**src/rtl/hse_pkg.sv**
```systemverilog
`default_nettype none
package hse_pkg;

  typedef enum logic [1:0] {
    KIND_INSERT = 2'd0,
    KIND_READ   = 2'd1,
    KIND_STATS  = 2'd2,
    KIND_CLEAR  = 2'd3
  } kind_t;

  localparam int COUNT_W = 24;
  localparam logic [COUNT_W-1:0] COUNT_MAX = {COUNT_W{1'b1}};

  // iterative divider request / response
  typedef struct packed {
    logic        start;
    logic [63:0] num;
    logic [23:0] den;
  } div_req_t;

  typedef struct packed {
    logic        done;
    logic [63:0] quo;
    logic [23:0] rem;
  } div_rsp_t;

  typedef enum logic [3:0] {
    ST_IDLE,
    ST_CLEAR,
    ST_INS_RD,
    ST_INS_WR,
    ST_WALK,
    ST_DIV_BIN,
    ST_DIV_CUM,
    ST_DIV_MQ,
    ST_DIV_MF,
    ST_VAR_WALK,
    ST_VAR_MUL,
    ST_DIV_VAR,
    ST_SQRT,
    ST_OUT
  } state_t;

endpackage
`default_nettype wire

```
**src/rtl/hse_div.sv**
```systemverilog
`default_nettype none
// restoring divider, one quotient bit per cycle, 64 by 24 bits
module hse_div (
  input  wire logic              clk,
  input  wire logic              rst,
  input  wire hse_pkg::div_req_t req,
  output hse_pkg::div_rsp_t      rsp
);
  logic [63:0] quo;
  logic [24:0] rem;
  logic [23:0] den;
  logic [6:0]  cnt;
  logic        busy;
  logic        done;
  logic [24:0] trial;
  logic [24:0] shifted;

  always_comb begin
    shifted = {rem[23:0], quo[63]};
    trial   = shifted - {1'b0, den};
  end

  always_ff @(posedge clk) begin
    if (rst) begin
      busy <= 1'b0;
      done <= 1'b0;
      cnt  <= '0;
    end else begin
      done <= 1'b0;
      if (req.start) begin
        busy <= 1'b1;
        quo  <= req.num;
        rem  <= '0;
        den  <= req.den;
        cnt  <= 7'd64;
      end else if (busy) begin
        if (!trial[24]) begin
          rem <= trial;
          quo <= {quo[62:0], 1'b1};
        end else begin
          rem <= shifted;
          quo <= {quo[62:0], 1'b0};
        end
        cnt <= cnt - 7'd1;
        if (cnt == 7'd1) begin
          busy <= 1'b0;
          done <= 1'b1;
        end
      end
    end
  end

  assign rsp = {done, quo, rem[23:0]};

`ifndef SYNTHESIS
  a_done_after_busy: assert property (@(posedge clk) disable iff (rst)
    rsp.done |-> $past(busy)) else $error("divider done without work");
  a_den_nonzero: assert property (@(posedge clk) disable iff (rst)
    req.start |-> req.den != 24'd0) else $error("zero divisor");
  a_den_stable: assert property (@(posedge clk) disable iff (rst)
    busy && !req.start && $past(busy) |-> $stable(den)) else $error("divisor moved");
`endif
endmodule
`default_nettype wire

```
**config.mk**
```make
export PLATFORM = sky130hd
export DESIGN_NAME = hse_div
export DESIGN_NICKNAME = d
export VERILOG_FILES = /design/src/rtl/hse_pkg.sv /design/src/rtl/hse_div.sv
export SDC_FILE = /design/constraint.sdc
export NUM_CORES = 1
export LEC_CHECK = 0
export ABC_AREA = 1
export BUFFER_PORTS_ARGS = -buffer_cell sky130_fd_sc_hd__buf_4
export CAP_MARGIN = 10
export CORE_UTILIZATION = 50
export DETAILED_ROUTE_END_ITERATION = 10
export PLACE_DENSITY = 0.73
export SYNTH_ARGS = -nofsm -noshare
export SYNTH_HDL_FRONTEND = slang
export SYNTH_SLANG_ARGS = --single-unit
```
**constraint.sdc**
```tcl
create_clock -name clk -period 15.2 [get_ports clk]
set_clock_uncertainty 0.1 [all_clocks]
set_input_delay 0.76 -clock clk [delete_from_list [all_inputs] [get_ports clk]]
set_output_delay 0.76 -clock clk [all_outputs]
set_load 0.1 [all_outputs]
```
==> run_summary.xml <==
<?xml version="1.0" encoding="UTF-8"?>
<metrics>
  <group name="drt">
    <metric name="vias" unit="">6015</metric>
    <metric name="drt-pass1-iter-count" unit="">7</metric>
    <metric name="vias_per_cell" unit="">4.812</metric>
    <metric name="ant_nets" unit="">0</metric>
    <metric name="routedWlPerCell" unit="um">13.98</metric>
    <metric name="drt-total-wl" unit="mm">17.48</metric>
    <metric name="number_of_violations_reported_at_the_end_of_detailed_routing_iteration_0" unit="">412</metric>
    <metric name="drc" unit="">0</metric>
  </group>
  <group name="clocking">
    <metric name="post_cts_resized" unit="">0</metric>
    <metric name="clockBufferDepth" unit="">2</metric>
    <metric name="clk_transition_reported_paths" unit="ns">0.06</metric>
    <metric name="clock_latency" unit="ns">0.42</metric>
    <metric name="tritoncts.num_buffers" unit="">17</metric>
    <metric name="cts_root_buf" unit="">sky130_fd_sc_hd__clkbuf_16</metric>
    <metric name="ctsHtreeMaxLevel" unit="">4</metric>
    <metric name="cts_tree" unit="">yes</metric>
    <metric name="clkSinkCount" unit="">121</metric>
    <metric name="hold_buffers_post_cts" unit="">0</metric>
    <metric name="cts_setup_buffers" unit="">0</metric>
  </group>
  <group name="global_route">
    <metric name="first_global_vias" unit="">5928</metric>
    <metric name="grt_usage" unit="%">25.84</metric>
    <metric name="largest_net_degree_at_the_start_of_global_routing" unit="">90</metric>
    <metric name="grt_pass1_wl" unit="mm">28.59</metric>
    <metric name="grt_antenna_before_repair" unit="">0</metric>
    <metric name="grt.overflow.total" unit="">0</metric>
  </group>
  <group name="timing">
    <metric name="final.setup.worst_slack" unit="ns">12.41</metric>
    <metric name="relSlewSlack" unit="%">38.74</metric>
    <metric name="finalCriticalPeriod" unit="ns">2.790</metric>
    <metric name="setup_tns" unit="ns">0</metric>
    <metric name="upper_clock_frequency_limit" unit="GHz">0.3584</metric>
    <metric name="timing_worst_slew_pin_value" unit="ns">0.9190</metric>
    <metric name="layout_worst_path_cycle_share" unit="%">18.36</metric>
    <metric name="final_setup_fails" unit="">0</metric>
    <metric name="final-max-slew-violation-count" unit="">0</metric>
    <metric name="grt_setup_unrepaired" unit="">no</metric>
    <metric name="finalHoldViolations" unit="">0</metric>
  </group>
  <group name="yosys">
    <metric name="primary_ff_master_synth" unit="">sky130_fd_sc_hd__edfxtp_1</metric>
    <metric name="synth_warnings" unit="">0</metric>
    <metric name="synth_enable_flop_cells" unit="">112</metric>
    <metric name="ys_async_sr_fraction" unit="%">0</metric>
    <metric name="syn_area" unit="um^2">6947</metric>
    <metric name="synth_sequential_area_ratio" unit="%">51.01</metric>
    <metric name="syn-mean-instance-area" unit="um^2">7.885</metric>
    <metric name="post_synth_inst_count" unit="">881</metric>
    <metric name="synth_seq_cells" unit="">121</metric>
    <metric name="synthesis.nets" unit="">999</metric>
    <metric name="netlist-cell-type-count" unit="">32</metric>
  </group>
  <group name="worst_setup_path">
    <metric name="crit_type" unit="">flop to flop</metric>
    <metric name="regToRegEndpoint" unit="">rem[7]</metric>
    <metric name="timing.critical_path.to_type" unit="">flop</metric>
    <metric name="worstPathArrival" unit="ns">2.87</metric>
    <metric name="timing.critical_path.from" unit="">quo[63]</metric>
    <metric name="worst_r2r_path_depth" unit="">13</metric>
    <metric name="worst_r2r_startpoint" unit="">quo[63]</metric>
    <metric name="worst_ep_required_time" unit="ns">15.28</metric>
    <metric name="cpMaxStageDelayCell" unit="">sky130_fd_sc_hd__nand2_2</metric>
    <metric name="crit_chain" unit="">inv_1 -&gt; ha_1 -&gt; fa_1 -&gt; nor2_1 -&gt; o21ai_2 -&gt; nand2_2 -&gt; nand2_2 -&gt; nand3_2 -&gt; nand2_1 -&gt; nand2_2 -&gt; nand2_1 -&gt; nand2_1 -&gt; nor2_1</metric>
    <metric name="cp_max_fo" unit="">31</metric>
    <metric name="cp_slowest_stage_delay" unit="ns">0.46</metric>
    <metric name="reg2reg_slack" unit="ns">12.41</metric>
    <metric name="timing.critical_path.from_type" unit="">flop</metric>
  </group>
  <group name="placed_design">
    <metric name="detailedPlacementHpwl" unit="mm">12.37</metric>
    <metric name="post-place-ws" unit="ns">12.31</metric>
    <metric name="final_replace_weighted_congestion" unit="">0.8561</metric>
    <metric name="dpl-instance-area" unit="um^2">8422</metric>
    <metric name="placedCellCount" unit="">1218</metric>
    <metric name="place.port_buffers" unit="">179</metric>
  </group>
  <group name="die">
    <metric name="coreArea" unit="um^2">13400</metric>
    <metric name="initial_utilization" unit="%">51.84</metric>
    <metric name="die_width" unit="um">119.9</metric>
    <metric name="die-height" unit="um">119.9</metric>
    <metric name="fp-row-count" unit="">42</metric>
    <metric name="floorplan.die_area" unit="um^2">14370</metric>
    <metric name="pin_count" unit="">180</metric>
  </group>
  <group name="worst_hold_path">
    <metric name="holdCritStartpoint" unit="">cnt[6]</metric>
    <metric name="hold_end" unit="">cnt[6]</metric>
    <metric name="hold_path_class" unit="">flop to flop</metric>
    <metric name="hold-path-cell-count" unit="">2</metric>
  </group>
  <group name="finish">
    <metric name="drive_gt1_share" unit="%">22.91</metric>
    <metric name="design_area" unit="um^2">9086</metric>
    <metric name="areaGrowthSynthToFinish" unit="%">30.80</metric>
    <metric name="finish.cell_count_without_fillers" unit="">1250</metric>
    <metric name="nets" unit="">1179</metric>
    <metric name="antenna-diode-count" unit="">0</metric>
  </group>
  <group name="power">
    <metric name="static-leakage-power" unit="nW">4.670</metric>
    <metric name="ir_drop" unit="mV">0.09455</metric>
    <metric name="power-per-cell-area" unit="nW/um^2">134.0</metric>
  </group>
  <group name="job">
    <metric name="maxCapViolCount" unit="">0</metric>
  </group>
  <group name="outcome">
    <metric name="status" unit="">finished, final reports clean</metric>
  </group>
</metrics>
-- logic make-up (layout without fill, tap and decap cells) --
logic type | Yosys count | count (layout) | share of synthesized area, %
xor gates and xnor gates | 15 | 15 | 1.891
adders and majority gates | 27 | 27 | 4.971
AOI/OAI and AO/OA | 30 | 30 | 2.306
and+or+nand+nor | 533 | 533 | 30.73
DFF | 121 | 121 | 51.01
buffers and inverters | 155 | 348 | 9.096
-- cell usage in the layout (no fill, tap or decap), types with 5 or more instances in the layout --
cell type	instances
sky130_fd_sc_hd__nand2_1	393
sky130_fd_sc_hd__buf_4	183
sky130_fd_sc_hd__inv_1	131
sky130_fd_sc_hd__edfxtp_1	112
sky130_fd_sc_hd__nor2_1	82
sky130_fd_sc_hd__ha_1	26
sky130_fd_sc_hd__clkbuf_16	23
sky130_fd_sc_hd__a21oi_1	20
sky130_fd_sc_hd__nand3_1	16
sky130_fd_sc_hd__nor2_2	13
sky130_fd_sc_hd__xor2_1	12
sky130_fd_sc_hd__nand2_2	11
sky130_fd_sc_hd__nand4_1	9
sky130_fd_sc_hd__dfxtp_1	9
sky130_fd_sc_hd__o21ai_0	5
-- final cells by class --
cell class / count / area [um^2]
multi-input cells: 605 / 2785
clock buffers: 24 / 579.3
clock inverters: 8 / 85.08
fillers: 1151 / 4314
inverters: 133 / 499.2
flip-flops and latches: 121 / 3543
repair buffers: 183 / 1374
well taps: 176 / 220.2
-- where the power goes --
part / total [mW] / switching [mW] / internal (mW)
Combinational: 0.358 / 0.263 / 0.0954
Sequential: 0.414 / 0.0163 / 0.398
Clock: 0.446 / 0.160 / 0.286
-- flip-flops by register name, summed over array words and instances, names as in the netlist --
register,flops
busy,1
done,1
quo,64
cnt,7
rem,24
den,24
-- cell usage after synthesis, types with 2 or more instances --
| cell type | number | area [um^2] |
|---|---|---|
| sky130_fd_sc_hd__nor2_2 | 12 | 75.07 |
| sky130_fd_sc_hd__nand2_2 | 11 | 68.82 |
| sky130_fd_sc_hd__a21oi_1 | 21 | 105.1 |
| sky130_fd_sc_hd__buf_1 | 3 | 11.26 |
| sky130_fd_sc_hd__inv_1 | 131 | 491.7 |
| sky130_fd_sc_hd__edfxtp_1 | 112 | 3363 |
| sky130_fd_sc_hd__xor2_1 | 12 | 105.1 |
| sky130_fd_sc_hd__xnor2_1 | 3 | 26.28 |
| sky130_fd_sc_hd__nand4_1 | 9 | 56.30 |
| sky130_fd_sc_hd__nor2_1 | 83 | 311.6 |
| sky130_fd_sc_hd__clkbuf_1 | 13 | 48.80 |
| sky130_fd_sc_hd__nand2_1 | 393 | 1475 |
| sky130_fd_sc_hd__ha_1 | 26 | 325.3 |
| sky130_fd_sc_hd__o21ai_0 | 5 | 25.02 |
| sky130_fd_sc_hd__nor3_1 | 3 | 15.01 |
| sky130_fd_sc_hd__buf_6 | 4 | 45.04 |
| sky130_fd_sc_hd__inv_2 | 2 | 7.510 |
| sky130_fd_sc_hd__nand3_1 | 16 | 80.08 |
| sky130_fd_sc_hd__dfxtp_1 | 9 | 180.2 |
-- stage by stage --
| step | total power, mW | utilization, % | hold WS, ns |
|---|---|---|---|
| after floorplan | 0.6992 | - | 0.3371 |
| after global routing | 1.271 | 67.81 | 0.3920 |
| after CTS | 1.226 | 67.81 | 0.3765 |
| after global placement | 0.7733 | 62.85 | 0.3510 |
| final | 1.218 | 67.81 | 0.3735 |
| after detailed placement | 0.7774 | 62.85 | 0.3627 |
-- critical path: cells and delay by family, from the launching register on --
kind / cells / cell delay, ns
flip-flops: 1 / 0.38
AND/OR/NAND/NOR: 9 / 1.25
adder cells (fa/ha/maj): 2 / 0.66
AO/OA/AOI/OAI: 1 / 0.08
buffers and inverters: 1 / 0.06
-- how the worst max path moves through the flow --
stage                         end  cells after the start
after global routing       rem[7]                     13
final                      rem[7]                     13
after detailed placement  den[19]                      5
after floorplan            quo[0]                      3
after global placement    den[19]                      5
after CTS                  rem[7]                     13
-- metal layers --
layer / share of wire [%] / vias to the layer above / global-route usage (%)
li1: - / 3078 / -
met1: 42 / 2717 / 31.61
met2: 48 / 194 / 42.63
met3: 7.6 / 26 / 8.365
met4: 1.9 / 0 / 9.297
met5: 0 / - / 0
No activity file was read; power rests on OpenSTA's default activity.
